### src/hdl/pgu_pkg.sv
// shared types and constants of the packed group unpacker
`default_nettype none

package pgu_pkg;

  // seed bytes that follow every filler header
  localparam logic [6:0] SEED_BYTES = 7'd68;

  // target size after reset
  localparam logic [31:0] TARGET_RESET = 32'd32768;

  // result queue depth, must leave room for two items per input
  localparam int unsigned QDEPTH = 4;
  localparam int unsigned QPTR_W = $clog2(QDEPTH);
  localparam int unsigned QCNT_W = $clog2(QDEPTH + 1);

  // result kinds
  typedef enum logic [1:0] {
    KIND_LITERAL = 2'd0,
    KIND_ZERO    = 2'd1,
    KIND_END     = 2'd2
  } kind_e;

  // one byte of the inflated group stream
  typedef struct packed {
    logic [7:0] data_byte;
    logic       is_last;
  } in_t;

  // one result item
  typedef struct packed {
    kind_e       kind;
    logic [7:0]  out_byte;
    logic [31:0] run_length;
    logic        end_marker;
    logic        bad_group;
  } out_t;

  // up to two results written into the queue in one cycle
  typedef struct packed {
    logic [1:0] count;
    out_t       item0;
    out_t       item1;
  } push_t;

endpackage

`default_nettype wire

### src/hdl/packed_group_unpacker.sv
// packed group unpacker: header parsing, seed skip, literal pass and padding
//
//   channel | direction | handshake          | payload
//   in      | input     | in_valid_i/stall_o | in_item_i  (data_byte, is_last)
//   out     | output    | out_valid_o/stall_i| out_item_o (kind .. bad_group)
//   cfg     | input     | cfg_valid_i/ready_o| cfg_data_i (target_size)
//
// one input byte is taken per cycle while not stalled; its results enter the queue
// at that same edge and are offered from the next cycle; a byte yields at most two
// results and the queue drains one item per cycle while out_stall_i is low, so the
// rate is one byte per cycle while bytes yield at most one result
// input stalls whenever the queue has fewer than two free slots
// reset clears the group state and sets target_size to 32768; cfg is always ready
`default_nettype none

module packed_group_unpacker (
  input  wire logic          clk_i,
  input  wire logic          rst_ni,
  input  wire logic          in_valid_i,
  output logic               in_stall_o,
  input  wire pgu_pkg::in_t  in_item_i,
  output logic               out_valid_o,
  input  wire logic          out_stall_i,
  output pgu_pkg::out_t      out_item_o,
  input  wire logic          cfg_valid_i,
  output logic               cfg_ready_o,
  input  wire logic [31:0]   cfg_data_i
);
  import pgu_pkg::*;

  localparam logic [1:0] PH_HEADER  = 2'd0;
  localparam logic [1:0] PH_SEED    = 2'd1;
  localparam logic [1:0] PH_LITERAL = 2'd2;

  logic [31:0] target_q;
  logic [1:0]  phase_q, phase_d;
  logic [31:0] shift_q, shift_d;
  logic [1:0]  hcount_q, hcount_d;
  logic [6:0]  seed_q, seed_d;
  logic [30:0] run_left_q, run_left_d;
  logic [31:0] produced_q, produced_d;

  logic        accept;
  logic        room;
  push_t       push;

  assign accept      = in_valid_i && !in_stall_o;
  assign in_stall_o  = !room;
  assign cfg_ready_o = 1'b1;

  // per-byte state update and result building
  always_comb begin
    logic        owing;
    logic [31:0] hdr;
    logic [31:0] owed;
    logic [31:0] len32;
    logic        fill_short;
    logic [31:0] owed_left;
    logic [31:0] run;
    logic [31:0] pad;
    logic [6:0]  seed_inc;
    logic        main_valid;
    out_t        main_item;
    out_t        end_item;
    logic        bad;

    phase_d    = phase_q;
    shift_d    = shift_q;
    hcount_d   = hcount_q;
    seed_d     = seed_q;
    run_left_d = run_left_q;
    produced_d = produced_q;
    main_valid = 1'b0;
    main_item  = '{kind: KIND_LITERAL, out_byte: 8'd0, run_length: 32'd0,
                   end_marker: 1'b0, bad_group: 1'b0};
    end_item   = main_item;
    owing      = (produced_q < target_q);
    hdr        = {shift_q[23:0], in_item_i.data_byte};
    owed       = target_q - produced_q;
    len32      = {1'b0, hdr[30:0]};
    fill_short = (len32 < owed);
    owed_left  = owed - len32;
    seed_inc   = seed_q + 7'd1;
    run        = fill_short ? len32 : owed;
    // padding still owed after this byte, built beside the state update
    pad        = owed;
    bad        = 1'b0;

    case (phase_q)
      PH_SEED: begin
        seed_d = seed_inc;
        if (seed_inc >= SEED_BYTES) begin
          seed_d  = 7'd0;
          phase_d = PH_HEADER;
        end
      end
      PH_LITERAL: begin
        if (owing) begin
          main_valid         = 1'b1;
          main_item.out_byte = in_item_i.data_byte;
          produced_d         = produced_q + 32'd1;
          pad                = owed - 32'd1;
        end
        run_left_d = run_left_q - 31'd1;
        if (run_left_d == 31'd0) begin
          phase_d = PH_HEADER;
        end
      end
      default: begin
        // header gathering, ignored once the group is satisfied
        if (owing) begin
          shift_d  = hdr;
          hcount_d = hcount_q + 2'd1;
          if (hcount_q == 2'd3) begin
            shift_d = 32'd0;
            if (hdr[31]) begin
              produced_d           = produced_q + run;
              pad                  = fill_short ? owed_left : 32'd0;
              main_valid           = 1'b1;
              main_item.kind       = KIND_ZERO;
              main_item.run_length = run;
              seed_d               = 7'd0;
              phase_d              = PH_SEED;
            end else if (hdr[30:0] != 31'd0) begin
              run_left_d = hdr[30:0];
              phase_d    = PH_LITERAL;
            end else begin
              phase_d = PH_HEADER;
            end
          end
        end
      end
    endcase

    // end of group item, then back to a fresh group
    bad                 = (phase_d == PH_LITERAL) && (run_left_d != 31'd0);
    end_item.kind       = KIND_END;
    end_item.run_length = bad ? 32'd0 : pad;
    end_item.end_marker = 1'b1;
    end_item.bad_group  = bad;

    push.count = 2'd0;
    push.item0 = main_item;
    push.item1 = end_item;
    if (accept) begin
      if (main_valid && in_item_i.is_last) begin
        push.count = 2'd2;
      end else if (main_valid) begin
        push.count = 2'd1;
      end else if (in_item_i.is_last) begin
        push.count = 2'd1;
        push.item0 = end_item;
      end
    end

    if (in_item_i.is_last) begin
      phase_d    = PH_HEADER;
      shift_d    = 32'd0;
      hcount_d   = 2'd0;
      seed_d     = 7'd0;
      run_left_d = 31'd0;
      produced_d = 32'd0;
    end
  end

  // group state and target size
  always_ff @(posedge clk_i or negedge rst_ni) begin
    if (!rst_ni) begin
      target_q   <= TARGET_RESET;
      phase_q    <= PH_HEADER;
      shift_q    <= 32'd0;
      hcount_q   <= 2'd0;
      seed_q     <= 7'd0;
      run_left_q <= 31'd0;
      produced_q <= 32'd0;
    end else begin
      if (cfg_valid_i && cfg_ready_o) begin
        target_q <= cfg_data_i;
      end
      if (accept) begin
        phase_q    <= phase_d;
        shift_q    <= shift_d;
        hcount_q   <= hcount_d;
        seed_q     <= seed_d;
        run_left_q <= run_left_d;
        produced_q <= produced_d;
      end
    end
  end

  // result queue
  pgu_outq u_outq (
    .clk_i       (clk_i),
    .rst_ni      (rst_ni),
    .push_i      (push),
    .room_o      (room),
    .out_valid_o (out_valid_o),
    .out_stall_i (out_stall_i),
    .out_item_o  (out_item_o)
  );

endmodule

`default_nettype wire

### src/hdl/pgu_outq.sv
// result queue: takes up to two items per cycle, hands out one per cycle unless stalled
`default_nettype none

module pgu_outq (
  input  wire logic          clk_i,
  input  wire logic          rst_ni,
  input  wire pgu_pkg::push_t push_i,
  output logic               room_o,
  output logic               out_valid_o,
  input  wire logic          out_stall_i,
  output pgu_pkg::out_t      out_item_o
);
  import pgu_pkg::*;

  out_t              entries_q [QDEPTH];
  logic [QPTR_W-1:0] wr_ptr_q, wr_ptr_d;
  logic [QPTR_W-1:0] rd_ptr_q, rd_ptr_d;
  logic [QCNT_W-1:0] count_q, count_d;
  logic [QPTR_W-1:0] wr_next;
  logic              pop;

  assign pop         = out_valid_o && !out_stall_i;
  assign out_valid_o = (count_q != '0);
  assign out_item_o  = entries_q[rd_ptr_q];
  // room for a full pair of results
  assign room_o      = (count_q <= QCNT_W'(QDEPTH - 2));
  assign wr_next     = wr_ptr_q + QPTR_W'(1);

  // pointer and fill bookkeeping
  always_comb begin
    wr_ptr_d = wr_ptr_q + QPTR_W'(push_i.count);
    rd_ptr_d = pop ? rd_ptr_q + QPTR_W'(1) : rd_ptr_q;
    count_d  = count_q + QCNT_W'(push_i.count) - QCNT_W'(pop);
  end

  always_ff @(posedge clk_i or negedge rst_ni) begin
    if (!rst_ni) begin
      wr_ptr_q <= '0;
      rd_ptr_q <= '0;
      count_q  <= '0;
    end else begin
      wr_ptr_q <= wr_ptr_d;
      rd_ptr_q <= rd_ptr_d;
      count_q  <= count_d;
    end
  end

  // item storage, written only into free slots
  always_ff @(posedge clk_i) begin
    if (push_i.count != 2'd0) begin
      entries_q[wr_ptr_q] <= push_i.item0;
    end
    if (push_i.count == 2'd2) begin
      entries_q[wr_next] <= push_i.item1;
    end
  end

endmodule

`default_nettype wire

### config.mk
export PLATFORM = sky130hd
export DESIGN_NAME = packed_group_unpacker
export DESIGN_NICKNAME = d
export VERILOG_FILES = /design/src/hdl/pgu_pkg.sv /design/src/hdl/packed_group_unpacker.sv /design/src/hdl/pgu_outq.sv
export SDC_FILE = /design/constraint.sdc
export NUM_CORES = 1
export LEC_CHECK = 0
export BUFFER_PORTS_ARGS = -buffer_cell sky130_fd_sc_hd__buf_2
export CORE_UTILIZATION = 35
export DETAILED_ROUTE_END_ITERATION = 8
export PLACE_DENSITY_LB_ADDON = 0.05
export SYNTH_ARGS = -nofsm -noshare
export SYNTH_HDL_FRONTEND = slang
export SYNTH_SLANG_ARGS = --single-unit
### constraint.sdc
create_clock -name clk_i -period 8.25 [get_ports clk_i]
set_input_delay 0 -clock clk_i [delete_from_list [all_inputs] [get_ports clk_i]]
set_output_delay 0 -clock clk_i [all_outputs]
set_load 0.01 [all_outputs]
==> impl_metrics.yaml, run 1 <==
critical_path:
  path_class: "reg -> reg"
  crit_start: "target_q[0]"
  end_kind: "register"
  reg2reg_depth: 34
  cp.arrival_ns: 8.36
  start_kind: "register"
  slowest_stage: "or4b_2"
  cpMostUsedCell: "ha_1"
  required_ns: 8.72
  r2r_slack_ns: 0.36
  max_stage_delay_ns: 0.65
  crit_fanout: 13
  r2r_end: "produced_q[31]"
  r2r-start: "target_q[0]"
place:
  place.gp.congestion: 0.945
  io_buffers: 91
  hpwl_um: 63000
  placed_area_um2: 25000
floorplan:
  initial_core_util_pct: 35.5
  rows: 93
  ios: 93
  fp.dieW_um: 258
  die_y_um: 258
  die-area_um2: 66400
  core_area_um2: 64600
synth:
  yosys_warnings: 0
  synth_edf_count: 132
  async_flop_share_pct: 44.3
  synth_seq_cells: 309
  synth_area_um2: 22900
  ys_seq_area_share_pct: 35.8
  synth_cell_types: 98
  synth_fp_nets: 2709
  syn_avg_cell_area_um2: 8.97
  synth-main-ff-cell: "dfrtp_1"
  synthCells: 2552
cts:
  cts_tree: "done"
  clock_sinks: 309
  cts_max_level: 2
  clk_pin_slew_ns: 0.07
  clockBufferDepth: 3
  cts_buffers: 41
  clock_latency_ns: 0.58
  cts_root_buf: "clkbuf_16"
grt:
  grt.total_usage_pct: 25.5
  grt_max_degree: 73
  grt_overflow: 0
  grt_pass1_wl_um: 129000
  grt_pass1_vias: 20300
  antenna_found_initial: 0
timing:
  slew_violations: 0
  hold_viol_final: 0
  setup_viol: 0
  worst_slew_pin_slew_ns: 1.06
  skew_ns: 0.0232
  relSlewSlack_pct: 28.8
  post-route-min-period_ns: 7.89
  min_period_over_period_pct: 95.6
  hold_slack_ns: 0.0384
  max_freq_ghz: 0.127
cells_and_area:
  final_area_um2: 26900
  area_growth_pct: 17.7
  multiInputGateArea_um2: 13700
  regArea_um2: 8200
  finalNetCount: 2867
  fillCellCount: 6476
  drive_above_1_share_pct: 17.6
  diodes: 0
min_path:
  min_path_type: "in -> async"
run_status:
  outcome: "complete, no violations"
route:
  drc_errors: 0
  drt_iter0_markers: 1539
  vias: 21000
  drtAntennaViolNets: 0
  viasPerCell: 5.83
  finalWirelength_um: 85600
  first_pass_iters: 5
  routedWlPerCell_um: 23.8
power_and_ir_drop:
  total_power_w: 0.0124
  power_density_nw_per_um2: 462
  peakVddDrop_uv: 197
  p_leak_nw: 10.8
job:
  maxCapViolCount: 0
## through the flow
step	TNS (ns)	cells	utilization (%)	setup WS [ns]
final	0	3597	41.7	0.359
after global routing	-0.0126	3597	41.7	-0.0126
after detailed placement	0	3478	38.7	0.0136
after CTS	0	3596	41.6	0.0645
after floorplan	0	2552	-	0.276
after global placement	0	3478	38.7	0.0342
## layer usage
layer	track usage [%]	vias to the layer above	share of wire, %
met5	0	-	0
met4	6.62	0	2.4
met3	3.45	100	5.3
met2	39.5	625	44
met1	37.0	10400	48
li1	-	9892	-
## flip-flops by register name, summed over array words and instances (netlist names)
name / flops
run_left_q: 31
target_q: 32
seed_q: 7
u_outq.rd_ptr_q: 2
shift_q: 24
u_outq.count_q: 3
u_outq.entries_q: 172
produced_q: 32
hcount_q: 2
phase_q: 2
u_outq.wr_ptr_q: 2
## how the worst max path moves through the flow
| stage | to | slack (ns) | cells past startpoint |
|---|---|---|---|
| finish | produced_q[31] | 0.36 | 34 |
| global route | produced_q[30] | -0.01 | 36 |
| CTS | produced_q[30] | 0.06 | 36 |
| detailed placement | produced_q[31] | 0.01 | 34 |
| global placement | produced_q[31] | 0.03 | 34 |
| floorplan | produced_q[26] | 0.28 | 33 |
## logic make-up (layout without fill, tap and decap cells)
group	Yosys count	count (layout)	synth area share, %
flops	309	309	35.8
simple gates	795	795	16.8
other cells	1	1	0.0164
mux	106	106	7.24
buf+inv	303	493	5.25
xor+xnor	124	124	4.74
fa+ha+maj	111	111	6.20
compound gates	803	803	23.9
## power breakdown
group	switching, W	total (W)	internal (W)
Sequential	0.000286	0.00213	0.00184
Clock	0.000753	0.00191	0.00116
Combinational	0.00508	0.00841	0.00333
Total	0.00612	0.0124	0.00633
## layout make-up
type	instances	area share, %
inverter	122	1.70
sequential	309	30.4
tap	855	3.97
clock buffer	53	4.31
multi-input combinational	1940	50.7
clock inverter	22	1.01
timing repair buffer	296	7.84
## critical path, delay by kind of cell (launching register included)
kind | cells | cell delay (ns)
flops | 1 | 0.36
simple gates | 6 | 1.38
buf+inv | 3 | 0.47
mux | 1 | 0.29
compound gates | 19 | 4.14
fa+ha+maj | 4 | 0.98
xor+xnor | 1 | 0.19
## synthesized netlist by cell type, drive strengths merged (8+ instances only)
cell type	number	area, um2
a211oi	16	120
a221o	13	130
o21a	14	105
o31ai	21	163
nand2	288	1080
or2	20	125
a221oi	27	243
xor2	55	482
mux4	43	968
a21o	42	315
a31oi	29	181
or3	15	93.8
nor4	30	194
a21oi	129	646
xnor2	69	604
o31a	8	70.1
o21ai	181	910
buf	31	179
nand4	24	150
inv	122	458
dfxtp	40	801
clkbuf	150	564
o2111ai	8	70.1
nor3	47	245
o211ai	21	158
ha	107	1340
a211o	9	78.8
edfxtp	132	3960
mux2i	17	170
a22o	79	692
a32o	11	110
nand4b	8	70.1
a31o	8	70.1
dfrtp	136	3400
nand3	57	285
nor2	161	604
or4	10	78.8
nand2b	36	225
and3	16	100
and2	31	199
mux2	46	518
nor2b	24	150
o22ai	97	607
## cell usage in the layout (no fill, tap or decap), drive strengths merged, types with 24 or more instances in the layout
| cell type | netlist | routed |
|---|---|---|
| a21o | 42 | 42 |
| a21oi | 129 | 129 |
| a221oi | 27 | 27 |
| a22o | 79 | 79 |
| a31oi | 29 | 29 |
| and2 | 31 | 31 |
| buf | 31 | 253 |
| clkbuf | 150 | 53 |
| dfrtp | 136 | 136 |
| dfxtp | 40 | 40 |
| dlygate4sd3 | 0 | 43 |
| edfxtp | 132 | 132 |
| ha | 107 | 107 |
| inv | 122 | 124 |
| mux2 | 46 | 46 |
| mux4 | 43 | 43 |
| nand2 | 288 | 288 |
| nand2b | 36 | 36 |
| nand3 | 57 | 57 |
| nand4 | 24 | 24 |
| nor2 | 161 | 161 |
| nor2b | 24 | 24 |
| nor3 | 47 | 47 |
| nor4 | 30 | 30 |
| o21ai | 181 | 181 |
| o22ai | 97 | 97 |
| xnor2 | 69 | 69 |
| xor2 | 55 | 55 |
## what timing repair did
| action | CTS | global route |
|---|---|---|
| hold buffers | 43 | 0 |
| pin swaps | 1 | 5 |
| setup buffers | 0 | 1 |
| setup endpoints to repair | 4 | 11 |
| resized for setup | 3 | 26 |
| hold endpoints to repair | 152 | 0 |
Power figures use the tool's default switching activity.
==> run 2, diff against run 1 <==
CORE_UTILIZATION = 50   (was 35)
==> run 2 against run 1 <==
- combinational power fell by 2.9%
- non-clock buffer count fell by 37
- global-route usage rose by 8.4 points
- wire length fell by 7.1%
- sequential power barely moved
- clock-buffer cell count fell by 4
- largest cell class unchanged
- highest routed layer unchanged
==> impl_metrics.yaml, run 2 (synthesized netlist as in run 1, its figures left out) <==
route:
  drt_iter0_markers: 2297
  finalWirelength_um: 79500
  first_pass_iters: 6
  vias: 21200
  routedWlPerCell_um: 24.1
  drc_errors: 0
  drtAntennaViolNets: 0
  viasPerCell: 6.43
critical_path:
  cp-endpoint: "produced_q[31]"
  slowest_stage: "or4b_2"
  crit_start: "produced_q[2]"
  cp.buffers_inverters: 3
  end_kind: "register"
  cpMostUsedCell: "ha_1"
  crit_fanout: 16
  path_class: "reg -> reg"
  r2r-start: "produced_q[2]"
  cp_top_family: "compound AO/OA/AOI/OAI gates"
  r2r_end: "produced_q[31]"
  max_stage_delay_ns: 0.64
  required_ns: 8.71
  timing.critical_path.depth: 32
  start_kind: "register"
  reg2reg_depth: 32
  cp.arrival_ns: 8.30
  r2r_slack_ns: 0.40
min_path:
  min_path_type: "in -> reg"
timing:
  hold_slack_ns: 0.0233
  setup_viol: 0
  post-route-min-period_ns: 7.85
  max_freq_ghz: 0.127
  relSlewSlack_pct: 30.2
  worst_slew_pin_slew_ns: 1.04
  skew_ns: 0.0296
  finalSetupTns_ns: 0
  slew_violations: 0
  hold_viol_final: 0
  min_period_over_period_pct: 95.1
cells_and_area:
  reg_top3: "u_outq.entries_q x172, produced_q x32, target_q x32"
  fillCellCount: 4055
  multiInputGateArea_um2: 13600
  final_common_cell: "nand2_1"
  area_growth_pct: 14.2
  regArea_um2: 8200
  drive_above_1_share_pct: 16.2
  top_register: "u_outq.entries_q"
  fin_util_pct: 57.8
  layout_common_cells: "nand2_1, o21ai_0, nor2_1, dfrtp_1, edfxtp_1"
  largest_reg_flops: 172
  diodes: 0
  finalNetCount: 2826
grt:
  grt_pass1_vias: 19800
  grt_overflow: 0
  grt_max_degree: 74
  grt.total_usage_pct: 33.8
  grt_pass1_wl_um: 121000
  antenna_found_initial: 0
floorplan:
  rows: 78
  fp.dieW_um: 216
  initial_core_util_pct: 50.6
  ios: 93
  die_y_um: 216
  core_area_um2: 45300
  die-area_um2: 46600
cts:
  clockBufferDepth: 3
  cts_buffers: 37
  clock_sinks: 309
  clock_latency_ns: 0.59
  cts_root_buf: "clkbuf_16"
  clk_pin_slew_ns: 0.06
  cts_tree: "done"
  cts_max_level: 2
place:
  io_buffers: 91
  place.gp.congestion: 0.981
  hpwl_um: 57800
job:
  maxCapViolCount: 0
power_and_ir_drop:
  p_leak_nw: 10.5
  total_power_w: 0.0120
  power_density_nw_per_um2: 460
  peakVddDrop_uv: 449
run_status:
  outcome: "complete, no violations"
## run 2: cell types whose count changed in the layout (fill, tap and decap cells not counted), moves of 2 or more
cell	delta
buf_4	-38
bufinv_16	-2
clkbuf_1	+2
clkbuf_16	-3
clkbuf_8	-4
nor2_1	+2
nor3_1	-2
nor3_2	+2
o21ai_0	+2
o21ai_1	-2
## run 2: worst min-delay path by stage
stage / start / to / slack [ns] / depth (start not counted)
final: cfg_valid_i / target_q[1] / 0.02 / 3
after global routing: cfg_valid_i / target_q[0] / 0.07 / 3
after CTS: in_valid_i / run_left_q[14] / 0.002 / 5
after detailed placement: rst_ni / u_outq.count_q[2] / 0.05 / 1
after global placement: rst_ni / u_outq.count_q[2] / 0.06 / 1
after floorplan: rst_ni / hcount_q[0] / -0.30 / 0
## run 2: cell type report
cell class / count / area share [%]
well taps: 600 / 2.87
multi-input cells: 1940 / 52.2
clock buffers: 49 / 3.99
inverters: 122 / 1.75
clock inverters: 18 / 0.837
repair buffers: 259 / 7.02
flip-flops and latches: 309 / 31.3
## run 2: worst register-to-register path, delay by kind of cell (launching register included)
family | cells | cell delay (ns)
xor gates and xnor gates | 1 | 0.17
and+or+nand+nor | 6 | 1.45
DFF | 1 | 0.39
buffers and inverters | 3 | 0.45
AOI/OAI and AO/OA | 18 | 4.06
adders and majority gates | 3 | 0.91
muxes | 1 | 0.29
## run 2: what timing repair did
item                                   CTS  global route
setup endpoints to repair                2            13
endpoints found under the hold margin  143             0
hold buffers                            44             0
pin swaps                                1             6
setup buffers                            0             2
gates resized for setup                  1            25
## run 2: where the power goes
part	internal, W	leakage (nW)	switching [W]
sequential	0.00184	3.33	0.000300
clock	0.000999	0.618	0.000714
combinational	0.00322	6.60	0.00496
## run 2: routing by layer
layer / GRT usage, % / vias to the layer above / part of all wire (%) / wire (um)
met3: 4.93 / 128 / 8.5 / 6720
li1: - / 9797 / - / -
met4: 9.95 / 0 / 2.8 / 2230
met2: 51.7 / 929 / 44 / 34800
met1: 49.5 / 10400 / 45 / 35800
met5: 0 / - / 0 / 0
## run 2: per-stage QoR
stage / instances / cell area (um2) / setup WS, ns
after floorplan: 2552 / 22900 / 0.276
after global placement: 3184 / 24300 / 0.0716
after detailed placement: 3184 / 24300 / 0.0401
after CTS: 3295 / 26100 / 0.000522
after global routing: 3297 / 26200 / -0.00454
final: 3297 / 26200 / 0.403
